## src/cia_pkg.sv

```systemverilog
package cia_pkg;

   localparam logic [3:0] OP_ADD  = 4'd0;
   localparam logic [3:0] OP_SUB  = 4'd1;
   localparam logic [3:0] OP_MUL  = 4'd2;
   localparam logic [3:0] OP_DIV  = 4'd3;
   localparam logic [3:0] OP_REM  = 4'd4;
   localparam logic [3:0] OP_NEG  = 4'd5;
   localparam logic [3:0] OP_PLUS = 4'd6;
   localparam logic [3:0] OP_NOT  = 4'd7;
   localparam logic [3:0] OP_AND  = 4'd8;
   localparam logic [3:0] OP_OR   = 4'd9;
   localparam logic [3:0] OP_XOR  = 4'd10;
   localparam logic [3:0] OP_CMP  = 4'd11;
   localparam logic [3:0] OP_SHLC = 4'd12;
   localparam logic [3:0] OP_SHL  = 4'd13;
   localparam logic [3:0] OP_SRA  = 4'd14;
   localparam logic [3:0] OP_SRL  = 4'd15;

   localparam logic [2:0] PRED_EQ = 3'd0;
   localparam logic [2:0] PRED_NE = 3'd1;
   localparam logic [2:0] PRED_LT = 3'd2;
   localparam logic [2:0] PRED_LE = 3'd3;
   localparam logic [2:0] PRED_GT = 3'd4;

   localparam logic [1:0] RSN_NONE     = 2'd0;
   localparam logic [1:0] RSN_OVERFLOW = 2'd1;
   localparam logic [1:0] RSN_DIVZERO  = 2'd2;
   localparam logic [1:0] RSN_SHIFT    = 2'd3;

   typedef enum logic [1:0] {
      MODE_PASS = 2'd0,
      MODE_MUL  = 2'd1,
      MODE_DIV  = 2'd2,
      MODE_REM  = 2'd3
   } mode_type;

   typedef struct packed {
      mode_type   mode;
      logic       sgn;
      logic       neg_q;
      logic       neg_r;
      logic       fail;
      logic [1:0] reason;
   } ctl_type;

endpackage

```

## src/cia_front.sv

```systemverilog
module cia_front
   import cia_pkg::*;
#(
   parameter int WIDTH = 32
) (
   input  logic [3:0]         op,
   input  logic               is_signed,
   input  logic [31:0]        left_operand,
   input  logic [31:0]        right_operand,
   input  logic               count_is_signed,
   input  logic [2:0]         predicate,
   output ctl_type            ctl,
   output logic [WIDTH-1:0]   x,
   output logic [WIDTH-1:0]   y,
   output logic [2*WIDTH-1:0] acc
);
   localparam int CW = $clog2(WIDTH);
   localparam logic [WIDTH-1:0] SBIT = {1'b1, {(WIDTH-1){1'b0}}};
   localparam logic [WIDTH-1:0] ONES = {WIDTH{1'b1}};

   logic [WIDTH-1:0] a, b, r, d, ma, mb, md, topmask, atop;
   logic [WIDTH:0]   sum, dif;
   logic             lt_ab, lt_ba, cv, bad, ov, dz, dov;
   logic [CW-1:0]    c;
   logic [CW:0]      c1;

   always_comb begin
      a = WIDTH'(left_operand);
      b = WIDTH'(right_operand);
      sum = {1'b0, a} + {1'b0, b};
      dif = {1'b0, a} - {1'b0, b};
      lt_ab = is_signed ? ($signed(a) < $signed(b)) : (a < b);
      lt_ba = is_signed ? ($signed(b) < $signed(a)) : (b < a);
      case (predicate)
         PRED_EQ: cv = a == b;
         PRED_NE: cv = a != b;
         PRED_LT: cv = lt_ab;
         PRED_LE: cv = !lt_ba;
         PRED_GT: cv = lt_ba;
         default: cv = !lt_ab;
      endcase
      bad = (count_is_signed && b[WIDTH-1]) || (b >= WIDTH'(WIDTH));
      c = bad ? '0 : b[CW-1:0];
      c1 = {1'b0, c} + 1'b1;
      topmask = ~(ONES >> c1);
      atop = a & topmask;
      ov = !(atop == '0 || atop == topmask);
      dz = b == '0;
      dov = is_signed && a == SBIT && b == ONES;
      d = (dz || dov) ? WIDTH'(1) : b;
      ma = (is_signed && a[WIDTH-1]) ? -a : a;
      mb = (is_signed && b[WIDTH-1]) ? -b : b;
      md = (is_signed && d[WIDTH-1]) ? -d : d;

      ctl = '0;
      ctl.mode = MODE_PASS;
      ctl.sgn = is_signed;
      x = '0;
      y = '0;
      r = '0;
      case (op)
         OP_ADD: begin
            r = sum[WIDTH-1:0];
            ctl.fail = is_signed ? (~(a[WIDTH-1] ^ b[WIDTH-1]) & (a[WIDTH-1] ^ r[WIDTH-1]))
                                 : sum[WIDTH];
         end
         OP_SUB: begin
            r = dif[WIDTH-1:0];
            ctl.fail = is_signed ? ((a[WIDTH-1] ^ b[WIDTH-1]) & (a[WIDTH-1] ^ r[WIDTH-1]))
                                 : dif[WIDTH];
         end
         OP_MUL: begin
            ctl.mode = MODE_MUL;
            x = ma;
            y = mb;
            ctl.neg_q = is_signed && (a[WIDTH-1] ^ b[WIDTH-1]);
         end
         OP_DIV, OP_REM: begin
            ctl.mode = (op == OP_DIV) ? MODE_DIV : MODE_REM;
            x = ma;
            y = md;
            ctl.neg_q = is_signed && (a[WIDTH-1] ^ d[WIDTH-1]);
            ctl.neg_r = is_signed && a[WIDTH-1];
            ctl.fail = dz || dov;
            ctl.reason = dz ? RSN_DIVZERO : (dov ? RSN_OVERFLOW : RSN_NONE);
         end
         OP_NEG: begin
            r = -a;
            ctl.fail = a == SBIT;
         end
         OP_PLUS: r = a;
         OP_NOT:  r = ~a;
         OP_AND:  r = a & b;
         OP_OR:   r = a | b;
         OP_XOR:  r = a ^ b;
         OP_CMP:  r = WIDTH'(cv);
         OP_SHLC: begin
            r = a << c;
            ctl.fail = bad || ov;
            ctl.reason = bad ? RSN_SHIFT : (ov ? RSN_OVERFLOW : RSN_NONE);
         end
         OP_SHL: begin
            r = a << c;
            ctl.fail = bad;
            ctl.reason = bad ? RSN_SHIFT : RSN_NONE;
         end
         OP_SRA: begin
            r = $signed(a) >>> c;
            ctl.fail = bad;
            ctl.reason = bad ? RSN_SHIFT : RSN_NONE;
         end
         default: begin
            r = a >> c;
            ctl.fail = bad;
            ctl.reason = bad ? RSN_SHIFT : RSN_NONE;
         end
      endcase
      if (op == OP_ADD || op == OP_SUB || op == OP_NEG) begin
         ctl.reason = ctl.fail ? RSN_OVERFLOW : RSN_NONE;
      end
      acc = {{WIDTH{1'b0}}, r};
   end
endmodule

```

## config.mk

```make
export PLATFORM = sky130hd
export DESIGN_NAME = cia_front
export DESIGN_NICKNAME = d
export VERILOG_FILES = /design/src/cia_pkg.sv /design/src/cia_front.sv
export SDC_FILE = /design/constraint.sdc
export NUM_CORES = 1
export LEC_CHECK = 0
export ABC_AREA = 1
export BUFFER_PORTS_ARGS = -buffer_cell sky130_fd_sc_hd__buf_2
export CAP_MARGIN = 10
export CELL_PAD_IN_SITES_DETAIL_PLACEMENT = 1
export CELL_PAD_IN_SITES_GLOBAL_PLACEMENT = 1
export CORE_MARGIN = 2
export CORE_UTILIZATION = 36
export DETAILED_ROUTE_END_ITERATION = 7
export GPL_TIMING_DRIVEN = 0
export PLACE_DENSITY_LB_ADDON = 0.1
export SYNTH_ARGS = -nofsm -noshare
export SYNTH_HDL_FRONTEND = slang
export SYNTH_SLANG_ARGS = --single-unit
```

## constraint.sdc

```tcl
create_clock -name vclk -period 3.38
set_input_delay 0.169 -clock vclk [all_inputs]
set_output_delay 0.169 -clock vclk [all_outputs]
set_load 0.02 [all_outputs]
```

# --- Word-level counts from Yosys, hierarchy flattened ---
# Index checks and enable logic that the tools add are counted.
word_totals:
  reg_bits: 0
  out_inout_bits: 136
  word_cells: 103
op_classes:
  add_sub_neg: 6
  order_cmp: 5
  eq_ne: 23
  shift: 4
  muxes: 26
  bitwise: 13
  reduce_logical: 26
op_table:
  columns: ["operator", "count"]
  rows:
  - ["$pmux 32 s12", 1]
  - ["$mux 32", 5]
  - ["$lt 32x32->1", 4]
  - ["$neg 32->32", 3]
  - ["$and 32x32->32", 2]
  - ["$eq 32x32->1", 2]
  - ["$eq 32x32->1 const B", 2]
  - ["$logic_not 32->1", 2]
  - ["$not 32->32", 2]
  - ["$pmux 32 s2", 1]
  - ["$add 32x32->33", 1]
  - ["$sub 32x32->33", 1]
  - ["$ge 32x6->1 const B", 1]
  - ["$ne 32x32->1", 1]
  - ["$or 32x32->32", 1]
  - ["$shl 32x5->32", 1]
  - ["$shr 32x5->32", 1]
  - ["$shr 32x6->32 const A", 1]
  - ["$sshr 32x5->32", 1]
  - ["$xor 32x32->32", 1]
  - ["$eq 4x4->1 const B", 7]
  - ["$eq 4x3->1 const B", 4]
  - ["$reduce_or 10->1", 1]
  - ["$mux 1", 9]
  - ["24 further kinds", 48]

# --- Longest topological paths before layout ---
depth:
  ltp_word: 14
  depth_mapped: 29
  ltp_nobuf: 28

# --- Worst setup path before layout ---
# OpenSTA, ideal clock, no wires.
synth_path:
  kind: "input-to-output"
  from: "input right_operand[1]"
  to: "output y[24]"
  arrival_time_ps: 3572
  t_required_ps: 3211
  path_slack_ps: -361
  cell_stages: 28
  path_cell_list: "clkbuf_1 > inv_1 > ha_1 > inv_1 > nor2_2 > inv_2 > nor2_2 > inv_2 > nor2_1 > nand3_1 > nor2_1 > nand3_1 > nand2_2 > inv_2 > nand2_1 > ha_1 > inv_1 > nor3_1 > inv_1 > nor3_1 > inv_1 > nor2_1 > inv_1 > nor2_1 > inv_1 > o21ai_0 > o21ai_0 > o21ai_0"
synth_between:
  elab_chain_cells: 7
synth_rtl:
  columns: ["item", "line_no", "rtl"]
  rows:
  - ["from (decl)", "cia_front.sv:9", "input logic [31:0] right_operand,"]
  - ["$eq 32x32->1", "cia_front.sv:49", "dov = is_signed && a == SBIT && b == ONES;"]
  - ["$logic_and 1x1->1", "cia_front.sv:49", null]
  - ["$logic_or 1x1->1", "cia_front.sv:50", "d = (dz || dov) ? WIDTH'(1) : b;"]
  - ["$mux 32", "cia_front.sv:50", null]
  - ["$neg 32->32 or $logic_and 1x1->1 (tied branches)", "cia_front.sv:53", "md = (is_signed && d[WIDTH-1]) ? -d : d;"]
  - ["$mux 32", "cia_front.sv:53", null]
  - ["$pmux 32 s2 *", "cia_front.sv:61", "case (op)"]
  - ["to (decl)", "cia_front.sv:14", "output logic [WIDTH-1:0] y,"]
# Every way passes the cells marked *; elsewhere a longest branch is shown, timed or not.

# --- Worst setup path after layout ---
layout_path:
  from: "input right_operand[14]"
  to: "output y[30]"
# Same word-level chain as after synthesis.

==> results.cfg <==
[timing]
rsz0062_at_grt = true
drv_slew = 0
setup_slack_ps = -618
worst_pin_slew_ps = 1320
fmax_mhz = 250
period_minus_slack_ps = 4000
holdWs_ps = 557
period_share_pct = 118
setup_viol = 51
hold_violations = 0
setup-tns-final_ps = -9830
slew_headroom_pct = 11.7

[routing]
drt_wl_total_um = 113000
routed-via-count = 23627
drtPass1Iterations = 6
antenna_left = 0
first_iter_violations = 3217
wl_per_cell_um = 31.7
route.detailed.drc = 0
vias_per_cell = 6.66

[critical_path]
crit_chain = buf_2 > clkinv_1 > nor4_1 > nand3_1 > nor2_4 > nand3b_1 > nand2_8 > inv_8 > nand2_4 > ha_4 > inv_2 > nor3_4 > buf_6 > nand2_4 > nor3_4 > nand2_2 > nor2_1 > inv_1 > o21ai_2 > o21ai_1 > o211ai_1 > o21ai_1 > buf_4
crit_buf_inv = 7
crit_family = simple AND/OR/NAND/NOR gates
max_stage_delay_ps = 470
critPathLaunchType = primary input
critPathKind = in -> out
worst_ep_required_time_ps = 3210
cp.arrival_ps = 3830
slowest_stage = nor4_1
crit_path_end_kind = output pin
critPathMaxFanout = 9

[finish]
fill_cells = 5656
register_area_um2 = 0
drive_gt1_share_pct = 23.5
nClkBuffers = 0
nNetsFinal = 3235
instances_no_fill = 3548
post-route-util_pct = 47.3
multi_input_area_um2 = 13300
final_cell_mix = nand2_1 (631), nor2_1 (271), inv_1 (225)
design.seq.count = 0
final_common_cell = nand2_1
area_growth_pct = 30.4

[synthesis]
yosys_warnings = 0
ys_types = 59
synth-seq-area-share_pct = 0
synthCells = 2726
syn_area_um2 = 14000
avgSynthCellArea_um2 = 5.12

[placed_design]
io_buffers = 176
place_hpwl_um = 85600
gp_congestion = 1.14
place_inst = 3452

[global_route]
grt_start_max_net_pins = 11
grt.total_usage_pct = 52.3
grt_overflow = 0
grt_pass1_vias = 22390
antenna_found_initial = 7
grt_pass1_wl_um = 155000

[worst_hold_path]
hp-class = in -> out

[floorplanning]
initial_utilization_pct = 36.3
dieWidth_um = 201
die_y_um = 201
die_area_um2 = 40300
ios = 209
rows = 72
coreArea_um2 = 38500

[status]
status = finished with violations
violations = setup timing

[clock_network]
cts_hold_buffers = 0

[flow_run]
cap_violations = 0
==> routing by layer <==
layer | GRT usage [%] | wire, um
met4 | 41.6 | 12100
met5 | 0 | 58
met3 | 17.8 | 16200
met1 | 61.6 | 39400
met2 | 77.3 | 44800
==> metrics by stage <==
stage          setup WS, ps  cell area [um^2]
6_report               -618             18200
5_1_grt                -631             18200
4_1_cts                -343             17200
3_5_place_dp          -2210             15600
3_3_place_gp          -1990             15600
2_1_floorplan          10.2             14100
==> final cells by class <==
| class | count | area share (%) |
|---|---|---|
| Inverter | 297 | 7.03 |
| Buffer | 158 | 5.56 |
| Timing Repair Buffer | 290 | 10.6 |
| Antenna cell | 4 | 0.0550 |
| Multi-Input combinational cell | 2281 | 73.2 |
| Tap cell | 518 | 3.56 |
==> synth_stat cells (3+ instances only) <==
| cell | n | area share [%] |
|---|---|---|
| nand2_1 | 658 | 18 |
| nor2_1 | 317 | 8.5 |
| inv_1 | 265 | 7.1 |
| o21ai_0 | 242 | 8.7 |
| a21oi_1 | 209 | 7.5 |
| nand3_1 | 186 | 6.7 |
| ha_1 | 132 | 12 |
| o21ai_1 | 110 | 3.9 |
| clkbuf_1 | 100 | 2.7 |
| nand4_1 | 49 | 2.2 |
| xor2_1 | 46 | 2.9 |
| buf_4 | 38 | 2.0 |
| nor3_1 | 38 | 1.4 |
| o211ai_1 | 32 | 1.7 |
| buf_2 | 28 | 1.0 |
| o22ai_1 | 26 | 1.2 |
| nor4_1 | 20 | 0.90 |
| o2111ai_1 | 19 | 1.2 |
| clkinv_1 | 17 | 0.46 |
| inv_2 | 15 | 0.40 |
| mux2i_1 | 15 | 1.1 |
| a221oi_1 | 14 | 0.88 |
| o21bai_1 | 14 | 0.75 |
| a21o_1 | 10 | 0.54 |
| buf_1 | 10 | 0.27 |
| nor2_2 | 10 | 0.45 |
| nand2_2 | 9 | 0.40 |
| or2_2 | 9 | 0.40 |
| o221ai_1 | 8 | 0.50 |
| a211oi_1 | 7 | 0.38 |
| o31ai_1 | 7 | 0.38 |
| a2111oi_0 | 6 | 0.38 |
| a31oi_1 | 6 | 0.27 |
| o21a_1 | 5 | 0.27 |
| or2_1 | 5 | 0.22 |
| a21boi_0 | 4 | 0.22 |
| buf_6 | 3 | 0.24 |
| o21ai_2 | 3 | 0.19 |
| o311ai_0 | 3 | 0.19 |
==> repair_timing <==
action | in CTS | in global routing
resized for setup | 319 | 240
buffers inserted | 74 | 44
endpoints found under the setup margin | 69 | 61
pin swaps | 38 | 49
==> cell families (layout without fill, tap and decap cells) <==
| family | after synthesis | count (layout) | share of synthesized area (%) |
|---|---|---|---|
| AOI/OAI and AO/OA | 737 | 737 | 29.9 |
| xor gates and xnor gates | 46 | 46 | 2.89 |
| adders and majority gates | 134 | 134 | 12.1 |
| buffers and inverters | 476 | 745 | 14.2 |
| muxes | 15 | 15 | 1.08 |
| other | 1 | 36 | 0.0269 |
| and+or+nand+nor | 1317 | 1317 | 39.8 |
==> path summary, 6_finish.rpt <==
check                 to  depth (start not counted)  slack (ps)              start
setup / recovery   y[30]                         23        -620  right_operand[14]
hold / removal    ctl[5]                          2         560          is_signed
