`src/cia_pkg.sv`:
```
package cia_pkg;

   localparam logic [3:0] OP_ADD  = 4'd0;
   localparam logic [3:0] OP_SUB  = 4'd1;
   localparam logic [3:0] OP_MUL  = 4'd2;
   localparam logic [3:0] OP_DIV  = 4'd3;
   localparam logic [3:0] OP_REM  = 4'd4;
   localparam logic [3:0] OP_NEG  = 4'd5;
   localparam logic [3:0] OP_PLUS = 4'd6;
   localparam logic [3:0] OP_NOT  = 4'd7;
   localparam logic [3:0] OP_AND  = 4'd8;
   localparam logic [3:0] OP_OR   = 4'd9;
   localparam logic [3:0] OP_XOR  = 4'd10;
   localparam logic [3:0] OP_CMP  = 4'd11;
   localparam logic [3:0] OP_SHLC = 4'd12;
   localparam logic [3:0] OP_SHL  = 4'd13;
   localparam logic [3:0] OP_SRA  = 4'd14;
   localparam logic [3:0] OP_SRL  = 4'd15;

   localparam logic [2:0] PRED_EQ = 3'd0;
   localparam logic [2:0] PRED_NE = 3'd1;
   localparam logic [2:0] PRED_LT = 3'd2;
   localparam logic [2:0] PRED_LE = 3'd3;
   localparam logic [2:0] PRED_GT = 3'd4;

   localparam logic [1:0] RSN_NONE     = 2'd0;
   localparam logic [1:0] RSN_OVERFLOW = 2'd1;
   localparam logic [1:0] RSN_DIVZERO  = 2'd2;
   localparam logic [1:0] RSN_SHIFT    = 2'd3;

   typedef enum logic [1:0] {
      MODE_PASS = 2'd0,
      MODE_MUL  = 2'd1,
      MODE_DIV  = 2'd2,
      MODE_REM  = 2'd3
   } mode_type;

   typedef struct packed {
      mode_type   mode;
      logic       sgn;
      logic       neg_q;
      logic       neg_r;
      logic       fail;
      logic [1:0] reason;
   } ctl_type;

endpackage

```
`src/cia_rsp_if.sv`:
```
interface cia_rsp_if;
   logic        valid;
   logic        ready;
   logic [31:0] result;
   logic        failed;
   logic [1:0]  reason;

   modport source (output valid, result, failed, reason, input ready);
   modport sink (input valid, result, failed, reason, output ready);
endinterface

```
`src/cia_back.sv`:
```
module cia_back
   import cia_pkg::*;
#(
   parameter int WIDTH = 32
) (
   input  logic               clock,
   input  logic               reset,
   input  logic               in_valid,
   output logic               in_ready,
   input  ctl_type            in_ctl,
   input  logic [WIDTH-1:0]   in_x,
   input  logic [2*WIDTH-1:0] in_acc,
   cia_rsp_if.source          rsp
);
   logic             valid_ff;
   logic [31:0]      result_ff;
   logic             failed_ff;
   logic [1:0]       reason_ff;
   logic [WIDTH-1:0] lo, hi, lim, res;
   logic             fail;
   logic [1:0]       why;

   always_comb begin
      lo = in_acc[WIDTH-1:0];
      hi = in_acc[2*WIDTH-1:WIDTH];
      lim = {in_ctl.neg_q, {(WIDTH-1){~in_ctl.neg_q}}};
      res = lo;
      fail = in_ctl.fail;
      why = in_ctl.reason;
      case (in_ctl.mode)
         MODE_MUL: begin
            res = in_ctl.neg_q ? -lo : lo;
            fail = (hi != '0) || (in_ctl.sgn && lo > lim);
            why = fail ? RSN_OVERFLOW : RSN_NONE;
         end
         MODE_DIV: res = in_ctl.neg_q ? -in_x : in_x;
         MODE_REM: res = in_ctl.neg_r ? -lo : lo;
         default: ;
      endcase
   end

   assign in_ready = !valid_ff || rsp.ready;

   always_ff @(posedge clock) begin
      if (reset) begin
         valid_ff <= 1'b0;
      end else if (in_ready) begin
         valid_ff <= in_valid;
      end
      if (in_ready && in_valid) begin
         result_ff <= 32'(res);
         failed_ff <= fail;
         reason_ff <= why;
      end
   end

   assign rsp.valid = valid_ff;
   assign rsp.result = result_ff;
   assign rsp.failed = failed_ff;
   assign rsp.reason = reason_ff;
endmodule

```
`src/flat_wrapper.sv`:
```
// flat-port wrapper written by rule: the top's interface ports become plain ports
module cia_back_flat import cia_pkg::*;
#(
   parameter int WIDTH = 32
)
  (clock, reset, in_valid, in_ready, in_ctl, in_x, in_acc, rsp_valid, rsp_result, rsp_failed, rsp_reason, rsp_ready);
  cia_rsp_if rsp_i ();
  input  logic clock;
  input  logic reset;
  input  logic in_valid;
  output logic in_ready;
  input  ctl_type in_ctl;
  input  logic [WIDTH-1:0] in_x;
  input  logic [2*WIDTH-1:0] in_acc;
  output wire logic [$bits(rsp_i.valid)-1:0] rsp_valid;
  output wire logic [$bits(rsp_i.result)-1:0] rsp_result;
  output wire logic [$bits(rsp_i.failed)-1:0] rsp_failed;
  output wire logic [$bits(rsp_i.reason)-1:0] rsp_reason;
  input wire logic [$bits(rsp_i.ready)-1:0] rsp_ready;
  assign rsp_valid = rsp_i.valid;
  assign rsp_result = rsp_i.result;
  assign rsp_failed = rsp_i.failed;
  assign rsp_reason = rsp_i.reason;
  assign rsp_i.ready = rsp_ready;
  cia_back #(.WIDTH(WIDTH)) u_core (.clock(clock), .reset(reset), .in_valid(in_valid), .in_ready(in_ready), .in_ctl(in_ctl), .in_x(in_x), .in_acc(in_acc), .rsp(rsp_i));
endmodule
```
`config.mk`:
```
export PLATFORM = sky130hd
export DESIGN_NAME = cia_back_flat
export DESIGN_NICKNAME = d
export VERILOG_FILES = /design/src/cia_pkg.sv /design/src/cia_rsp_if.sv /design/src/cia_back.sv /design/src/flat_wrapper.sv
export SDC_FILE = /design/constraint.sdc
export NUM_CORES = 1
export LEC_CHECK = 0
export BUFFER_PORTS_ARGS = -buffer_cell sky130_fd_sc_hd__buf_2
export CELL_PAD_IN_SITES_DETAIL_PLACEMENT = 1
export CELL_PAD_IN_SITES_GLOBAL_PLACEMENT = 1
export CORE_ASPECT_RATIO = 0.5
export CORE_UTILIZATION = 39
export CTS_CLUSTER_SIZE = 8
export DETAILED_ROUTE_END_ITERATION = 8
export GPL_ROUTABILITY_DRIVEN = 0
export PLACE_DENSITY_LB_ADDON = 0.1
export SLEW_MARGIN = 0
export SYNTH_ARGS = -nofsm -noshare
export SYNTH_HDL_FRONTEND = slang
export SYNTH_SLANG_ARGS = --single-unit
export TNS_END_PERCENT = 5
```
`constraint.sdc`:
```
create_clock -name clock -period 5.66 [get_ports clock]
set_clock_uncertainty 0.05 [all_clocks]
set_input_delay 1.132 -clock clock [delete_from_list [all_inputs] [get_ports clock]]
set_output_delay 1.132 -clock clock [all_outputs]
set_load 0.01 [all_outputs]
```
=== Yosys cells after proc, flatten, opt, wreduce, memory -nomap -nowiden ===
Cells that the tools add are included.

* Bitwise operators: 1
* Add/subtract/negate cells: 2
* Reductions and logical operators: 6
* Eq/ne operators: 3
* Order comparisons: 1
* Mux-type cells: 7

{| class="wikitable"
|+ Operators by type and width
! operator !! number
|-
| 2-to-1 mux 32 bit || 3
|-
| case mux 32 bit (3 select lines) || 1
|-
| negator 32 bit || 2
|-
| greater-than comparator 32 bit || 1
|-
| nonzero test 32 bit || 1
|-
| == test 2 bit, second input constant || 2
|-
| == test 2 x 1 -> 1 bit, second input constant || 1
|-
| logical AND 1 bit || 2
|-
| logical OR 1 bit || 2
|-
| 2-to-1 mux 1 bit || 2
|-
| 2-to-1 mux 2 bit || 1
|-
| logical NOT 1 bit || 1
|-
| NOT 1 bit || 1
|}

* Output and inout port bits: 37
* Register bits: 36
* Input port bits: 108

=== Logic depth before layout (Yosys ltp) ===
Gate-level depths: netlist (run 1).

* Word-level depth: 6
* Depth in mapped cells: 9

=== Worst setup path before layout (run 1) ===
Ideal clock, no wire load.

* Path type: input port to flip-flop
* From: in in_acc[0]
* To: reg u_core.result_ff[16] (netlist: u_core.rsp.result[16]), data pin
* Stages on the path: 9
* Arrival: 2.809 ns
* Path slack: 2.530 ns
* Data required time: 5.339 ns
* Cell sequence: inv_1 -> ha_1 -> or3b_2 -> clkbuf_1 -> nor3_1 -> nand2b_1 -> nor3_1 -> xor2_1 -> o211ai_1

* Longest elaborated chain between the ends: 3
* Elaborated cells on any way between the ends: 4
* Those cells by class: add/sub: 1; mux: 3

{| class="wikitable"
|+ Ends and longest elaborated chain
! what !! line !! source
|-
| start: declaration || flat_wrapper.sv:14 || <nowiki>input logic [2*WIDTH-1:0] in_acc;</nowiki>
|-
| negator 32 bit * || cia_back.sv:32, cia_back.sv:37 ||
|-
| 2-to-1 mux 32 bit, on equally long branches || cia_back.sv:37, cia_back.sv:32 ||
|-
| case mux 32 bit (3 select lines) * || cia_back.sv:30 || <nowiki>case (in_ctl.mode)</nowiki>
|-
| named net u_core.res[16] || cia_back.sv:19 || <nowiki>logic [WIDTH-1:0] lo, hi, lim, res;</nowiki>
|-
| end signal: assignment || cia_back.sv:51 || <nowiki>result_ff <= 32'(res);</nowiki>
|-
| end: declaration || cia_back.sv:16 || <nowiki>logic [31:0] result_ff;</nowiki>
|}

Mark *: on every way through the listed nets, which the timed path passes. The rest lies on a longest branch.
A chain may end at the register's enable or synchronous reset.

=== Worst setup path after layout (run 1) ===
* From: in in_acc[12]
* To: reg u_core.result_ff[27] (netlist: u_core.rsp.result[27]), data pin

The elaborated chain is that of the path after synthesis.

==> flow_metrics.tcl, run 1 <==
set metrics [dict create \
    status "finished, final reports clean" \
    crit_chain "buf_2, or4_1, nor3_1, nand3_1, o311a_1, o21ai_0, a21oi_1" \
    ys_types 63 \
    cts_setup_buffers 0 \
    clock-root-buffer "clkbuf_16" \
    seq_area_um2 1070 \
    dieHeight_um 72.1 \
    total_leakage_power_nw 1.93 \
    vias_per_cell 6.10 \
    die_area_um2 10300 \
    max-cap-violations 0 \
    finalCriticalPeriod_ns 3.46 \
    synth_flop_cell "edfxtp_1" \
    worst_pin_slew_ns 1.09 \
    dp_hpwl_mm 12.0 \
    synth_fp_nets 600 \
    area_delta_synth_final_pct 26.3 \
    clkTransAtPathRegs_ns 0.06 \
    setup_viol 0 \
    cts_buffers 5 \
    rsz0062_at_grt "false" \
    ir_drop_v 0.000124 \
    drive_above_1_share 0.274 \
    ys_warn_count 0 \
    synth_cells 458 \
    die_width_um 142 \
    postSynth.asyncResetShare 0 \
    ctsHoldBuffers 0 \
    syn_area_um2 3830 \
    port_buffers 144 \
    cts.sinks 36 \
    min_period_over_period 0.610 \
    p_int_w 0.000642 \
    drtIter0Drc 380 \
    switchingPower_w 0.000314 \
    ys_seq_area_frac 0.279 \
    final_common_cell "buf_2" \
    timing.fmax_mhz 289 \
    yosys_register_bits 36 \
    cp-start-kind "primary input" \
    worstSetupPathType "primary input to register" \
    worstPathRequired_ns 5.64 \
    min_path_cells 2 \
    critPathMaxFanout 8 \
    nFillCells 1218 \
    pwr-share-comb 0.307 \
    synth_edf_count 35 \
    powerDensity_nw_per_um2 198 \
    h-tree-depth 2 \
    drt_pre_antenna_iters 4 \
    grt_pass1_wl_mm 23.6 \
    power_frac_clock 0.348 \
    p_seq_frac 0.345 \
    clk_latency_ns 0.28 \
    vias 4453 \
    layout.cells.most_common_list "buf_2, o21ai_0, nand2_1, nor2_1, edfxtp_1" \
    diodes 0 \
    ant_nets 0 \
    slowest_delay_ns 0.59 \
    grt_max_degree 60 \
    cp-end-kind "register" \
    slowest_stage "or4_1" \
    slew_violations 0 \
    cp.arrival_ns 3.43 \
    post_cts_resized 0 \
    drc 0 \
    grt_pass1_vias 4270 \
    grt_usage 0.303 \
    power_w 0.000956 \
    hold_slack_ns 0.495 \
    wl_mm 15.3 \
    p_sw_frac 0.329 \
    hold_viol 0 \
    core_area_um2 9480 \
    overflow 0 \
    cts_tree "yes" \
    fin_setup_tns_ns 0 \
    hold_class "register to register" \
    multiInputGateArea_um2 2670 \
    avgSynthCellArea_um2 8.37 \
    nNetsFinal 736 \
    ios 145 \
    max_slew_margin 0.271 \
    reg2reg_depth 3 \
    clockBufferDepth 2 \
    rows 25 \
    routedWlPerCell_um 21.0 \
    start_util 0.404 \
    antenna_found_initial 0 \
]
==> worst max-delay path, delay by kind of cell <==
family / cells / cell delay, ns
AOI/OAI and AO/OA: 3 / 0.76
and+or+nand+nor: 3 / 1.39
buffers and inverters: 1 / 0.15
==> power groups by stage <==
stage | Combinational [W] | Sequential, W | Clock [W]
global placement | 0.000280 | 0.000335 | 0
detailed placement | 0.000287 | 0.000336 | 0
global route | 0.000321 | 0.000332 | 0.000345
floorplan | 0.000133 | 0.000347 | 0
finish | 0.000294 | 0.000330 | 0.000332
CTS | 0.000289 | 0.000331 | 0.000340
==> stage by stage <==
step / instance area, µm² / util / instances / worst slack, ns
2_1_floorplan: 3830 / - / 458 / 2.53
3_3_place_gp: 4670 / 0.493 / 722 / 1.99
3_5_place_dp: 4670 / 0.493 / 722 / 2.00
4_1_cts: 4840 / 0.511 / 730 / 2.29
5_1_grt: 4840 / 0.511 / 730 / 2.05
6_report: 4840 / 0.511 / 730 / 2.20
==> cell type report <==
type / count / share of cell area
Timing Repair Buffer: 146 / 0.152
Inverter: 8 / 0.00620
Tap cell: 135 / 0.0349
Clock buffer: 5 / 0.0258
Sequential cell: 36 / 0.221
Multi-Input combinational cell: 397 / 0.551
Clock inverter: 3 / 0.00879
==> cells by family after synthesis <==
kind of cell / share of synthesized area
simple gates: 0.260
compound gates: 0.248
flops: 0.279
fa+ha+maj: 0.111
xor+xnor: 0.0708
buf+inv: 0.0245
mux: 0.00555
==> routing by layer <==
metal,vias up,part of all wire,GRT usage
met5,-,0,0
met4,0,0.0024,0.0335
met3,4,0.10,0.0620
met2,233,0.41,0.443
met1,2135,0.48,0.465
li1,2081,-,-
==> state kept, by name, indices dropped and copies added (netlist names) <==
name and cells:
u_core.rsp.result 32, u_core.rsp.reason 2, u_core.rsp.failed 1, u_core.rsp.valid 1
==> worst paths after layout <==
check	from	endpoint	slack [ns]
setup / recovery	in_acc[12]	u_core.rsp.result[27]	2.20
hold / removal	u_core.rsp.valid	u_core.rsp.valid	0.49
setup reg to reg	u_core.rsp.valid	u_core.rsp.result[1]	4.21
hold reg to reg	u_core.rsp.valid	u_core.rsp.valid	0.49
==> cells in the mapped netlist, types with 3 or more instances <==
library cell	n	area, µm²
o31ai_1	9	67.6
o311a_1	3	30.0
nand3_1	10	50.1
xnor2_1	7	61.3
edfxtp_1	35	1050
a21oi_1	29	145
nor3_1	23	115
and2_1	3	18.8
ha_1	34	425
nand2_1	40	150
nor2_1	36	135
nor2b_1	7	43.8
nand2b_1	6	37.5
a31oi_1	3	18.8
or3_1	9	56.3
nor4_1	17	106
or4_1	7	52.6
o211ai_1	6	45.0
clkbuf_1	15	56.3
a211oi_1	6	45.0
a21o_1	4	30.0
o21ai_0	45	225
nand4_1	10	62.6
xor2_1	24	210
inv_1	7	26.3
o221ai_1	11	96.3
a22oi_1	6	45.0
Note: power is estimated with default switching activity, not from simulation.
==> run 2, diff against run 1 <==
--- a/config.mk
+++ b/config.mk
@@ -9,7 +9,7 @@
 export CELL_PAD_IN_SITES_DETAIL_PLACEMENT = 1
 export CELL_PAD_IN_SITES_GLOBAL_PLACEMENT = 1
 export CORE_ASPECT_RATIO = 0.5
-export CORE_UTILIZATION = 39
+export CORE_UTILIZATION = 33
 export CTS_CLUSTER_SIZE = 8
 export DETAILED_ROUTE_END_ITERATION = 8
 export GPL_ROUTABILITY_DRIVEN = 0
==> constraint.sdc (replaced) <==
create_clock -name clock -period 3.1 [get_ports clock]
set_clock_uncertainty 0.05 [all_clocks]
set_input_delay 0.62 -clock clock [delete_from_list [all_inputs] [get_ports clock]]
set_output_delay 0.62 -clock clock [all_outputs]
set_load 0.01 [all_outputs]
==> flow_metrics.tcl, run 2 (synthesized netlist as in run 1, its figures left out) <==
set metrics [dict create \
    hold_class "primary input to register" \
    ctsHoldBuffers 0 \
    crit_chain "buf_2, inv_1, ha_1, or3b_2, nor2_1, nand4_1, nor3_1, xor2_1, o221ai_1" \
    worstSetupPathType "primary input to register" \
    worst_pin_slew_ns 0.528 \
    clockBufferDepth 2 \
    cts_tree "yes" \
    dp.cells 750 \
    min_period_over_period 0.900 \
    core_area_um2 11100 \
    clk_latency_ns 0.29 \
    cts_setup_buffers 0 \
    die_area_um2 12100 \
    ios 145 \
    layout.cells.most_common_list "buf_2, o21ai_0, nand2_1, nor2_1, edfxtp_1" \
    rsz0062_at_grt "false" \
    r2r_setup_slack_ns 1.67 \
    critPathMaxFanout 6 \
    slowest_delay_ns 0.54 \
    worstPathRequired_ns 3.07 \
    drive_above_1_share 0.292 \
    clock-root-buffer "clkbuf_16" \
    setup_viol 0 \
    grt_pass1_vias 4306 \
    post-route-util 0.448 \
    drt_pre_antenna_iters 5 \
    die_width_um 154 \
    wl_mm 15.7 \
    rows 27 \
    vias_per_cell 5.89 \
    post_cts_resized 0 \
    hold_viol 0 \
    max-cap-violations 0 \
    nNetsFinal 754 \
    ir_drop_v 0.000146 \
    overflow 0 \
    dieHeight_um 78.2 \
    powerDensity_nw_per_um2 335 \
    instances_no_fill 758 \
    slew_violations 0 \
    cp-start-kind "primary input" \
    grt_usage 0.267 \
    port_buffers 144 \
    start_util 0.344 \
    dp_slack_ns 0.0894 \
    finalCriticalPeriod_ns 2.79 \
    max_slew_margin 0.648 \
    fin_setup_tns_ns 0 \
    slowest_stage "or3b_2" \
    status "finished, final reports clean" \
    crit_buf_inv 2 \
    final_common_cell "buf_2" \
    antenna_found_initial 0 \
    nFillCells 1420 \
    cts.sinks 36 \
    largest_reg_flops 32 \
    grt_max_degree 36 \
    drtIter0Drc 319 \
    total_leakage_power_nw 2.02 \
    cp-end-kind "register" \
    cp.arrival_ns 2.76 \
    ant_nets 0 \
    seq_area_um2 1070 \
    timing.fmax_mhz 359 \
    cts_buffers 5 \
    dp_hpwl_mm 12.7 \
    grt_pass1_wl_mm 24.6 \
    vias 4467 \
    multiInputGateArea_um2 2670 \
    clkTransAtPathRegs_ns 0.07 \
    diodes 0 \
    routedWlPerCell_um 20.7 \
    cpLargestDelayFamily "simple AND/OR/NAND/NOR gates" \
    area_delta_synth_final_pct 30.4 \
    drc 0 \
    h-tree-depth 2 \
    setup_ws_ns 0.311 \
]
-- run 2: stage by stage --
stage	cell area (µm²)	hold slack [ns]	power [W]
6_report	5000	0.437	0.00167
5_1_grt	5000	0.443	0.00176
4_1_cts	5000	0.439	0.00168
3_5_place_dp	4860	0.478	0.00116
3_3_place_gp	4860	0.450	0.00115
2_1_floorplan	3830	0.543	0.000875
-- run 2: area by class of cell --
cell class,instances,share of cell area
inverters,8,0.00601
repair buffers,164,0.182
clock inverters,2,0.00225
well taps,145,0.0363
flip-flops and latches,36,0.214
clock buffers,6,0.0258
multi-input cells,397,0.534
-- run 2: final timing paths --
kind                    startpoint               endpoint  depth (start not counted)
hold reg to reg   u_core.rsp.valid       u_core.rsp.valid                          2
setup reg to reg  u_core.rsp.valid  u_core.rsp.result[29]                          3
setup / recovery         in_acc[0]  u_core.rsp.result[24]                          9
hold / removal               reset       u_core.rsp.valid                          2
-- run 2: power breakdown --
| part | total, W | switching [W] | internal [W] |
|---|---|---|---|
| clock | 0.000516 | 0.000220 | 0.000296 |
| sequential | 0.000603 | 0.0000136 | 0.000590 |
| combinational | 0.000554 | 0.000335 | 0.000219 |
-- run 2: worst register-to-register path: stages (launching register included) --
cell	delay (ns)
dfxtp_1	0.31
nand2b_1	0.10
and2_1	0.13
buf_4	0.43
-- run 2: layer usage --
metal,share of wire,vias up,track usage
met3,0.091,8,0.0624
met4,0.0051,0,0.0287
met2,0.38,211,0.371
met1,0.52,2140,0.418
li1,-,2108,-
met5,0,-,0
==> run 3, diff against run 2 <==
--- a/config.mk
+++ b/config.mk
@@ -8,7 +8,6 @@
 export BUFFER_PORTS_ARGS = -buffer_cell sky130_fd_sc_hd__buf_2
 export CELL_PAD_IN_SITES_DETAIL_PLACEMENT = 1
 export CELL_PAD_IN_SITES_GLOBAL_PLACEMENT = 1
-export CORE_ASPECT_RATIO = 0.5
 export CORE_UTILIZATION = 33
 export CTS_CLUSTER_SIZE = 8
 export DETAILED_ROUTE_END_ITERATION = 8
==> flow_metrics.tcl, run 3 (synthesized netlist as in run 1, its figures left out) <==
set metrics [dict create \
    worst_pin_slew_ns 0.696 \
    clockBufferDepth 2 \
    cts_setup_buffers 0 \
    dp_slack_ns 0.117 \
    slew_violations 0 \
    drtIter0Drc 236 \
    vias_per_cell 5.81 \
    nNetsFinal 754 \
    grt_pass1_wl_mm 22.8 \
    ir_drop_v 0.000181 \
    grt_usage 0.252 \
    hold_class "primary input to register" \
    wl_mm 14.5 \
    rows 38 \
    antenna_found_initial 0 \
    worstSetupStartpoint "in_acc[0]" \
    clock-root-buffer "clkbuf_16" \
    power_w 0.00174 \
    vias 4378 \
    setup_viol 0 \
    dp_hpwl_mm 11.7 \
    clkTransAtPathRegs_ns 0.06 \
    core_area_um2 11100 \
    fin_setup_tns_ns 0 \
    min_to "u_core.rsp.valid" \
    die_area_um2 12000 \
    min_period_over_period 0.882 \
    rsz0062_at_grt "false" \
    nFillCells 1398 \
    worstPathRequired_ns 3.07 \
    worstSetupPathType "primary input to register" \
    largest_reg_flops 32 \
    r2r_start "u_core.rsp.valid" \
    clk_latency_ns 0.29 \
    grt_max_degree 36 \
    cp.arrival_ns 2.70 \
    post_cts_resized 0 \
    critPathMaxFanout 6 \
    overflow 0 \
    drive_above_1_share 0.295 \
    cp-end-kind "register" \
    reg2reg_depth 3 \
    status "finished, final reports clean" \
    dieHeight_um 110 \
    hold_viol 0 \
    r2r_setup_slack_ns 1.66 \
    cts.sinks 36 \
    total_leakage_power_nw 2.03 \
    max-cap-violations 0 \
    powerDensity_nw_per_um2 348 \
    drt_pre_antenna_iters 5 \
    cts_buffers 5 \
    cts_tree "yes" \
    grt_pass1_vias 4372 \
    area_delta_synth_final_pct 30.3 \
    final_common_cell "buf_2" \
    layout.cells.most_common_list "buf_2, o21ai_0, nand2_1, nor2_1, edfxtp_1" \
    max_slew_margin 0.536 \
    min_path_cells 2 \
    finalCriticalPeriod_ns 2.73 \
    port_buffers 144 \
    drc 0 \
    cp-start-kind "primary input" \
    setup_ws_ns 0.365 \
    worstReg2RegEnd "u_core.rsp.result[2]" \
    min-delay-start "reset" \
    routedWlPerCell_um 19.3 \
    timing.fmax_mhz 366 \
    diodes 0 \
    ant_nets 0 \
    h-tree-depth 2 \
    start_util 0.346 \
    die_width_um 110 \
    hold_slack_ns 0.426 \
    ios 145 \
    ctsHoldBuffers 0 \
]
[run 3: cell type report]
| cell class | instances | area (µm²) | area share |
|---|---|---|---|
| timing repair buffer | 164 | 883 | 0.177 |
| inverter | 8 | 30.0 | 0.00601 |
| tap | 140 | 175 | 0.0351 |
| clock inverter | 3 | 42.5 | 0.00852 |
| clock buffer | 5 | 125 | 0.0251 |
| sequential | 36 | 1070 | 0.214 |
| multi-input combinational | 397 | 2670 | 0.534 |
[run 3: worst max path at each step]
stage / to / slack, ns
detailed placement: u_core.rsp.result[24] / 0.12
CTS: u_core.rsp.result[24] / 0.40
finish: u_core.rsp.result[24] / 0.37
global placement: u_core.rsp.result[27] / 0.16
global route: u_core.rsp.result[27] / 0.24
floorplan: u_core.rsp.result[16] / 0.48
[run 3: critical path: stages]
cell and delay [ns]:
buf_2 0.11, inv_1 0.10, ha_1 0.20, or3b_2 0.53, nor2_1 0.24, nand4_1 0.28, nor3_1 0.26, xor2_1 0.19
o221ai_1 0.16
[run 3: stage by stage]
step                      utilization  cell area, µm²  cells
final                           0.451            4990    753
after floorplan                     -            3830    458
after global routing            0.451            4990    753
after detailed placement        0.436            4830    745
after CTS                       0.451            4990    753
after global placement          0.436            4830    745
[run 3: metal layers]
layer | global-route usage | routed length [µm] | up-vias
met1 | 0.348 | 6870 | 2106
met5 | 0 | 0 | -
met2 | 0.417 | 6720 | 155
met3 | 0.0320 | 822 | 10
li1 | - | - | 2107
met4 | 0.0533 | 129 | 0
[run 3: power by group]
group          switching, W  internal, W  total, W  leakage, nW
sequential       0.00000960     0.000589  0.000599        0.350
combinational      0.000320     0.000218  0.000538         1.60
clock              0.000225     0.000378  0.000604       0.0798
total              0.000555      0.00119   0.00174         2.03
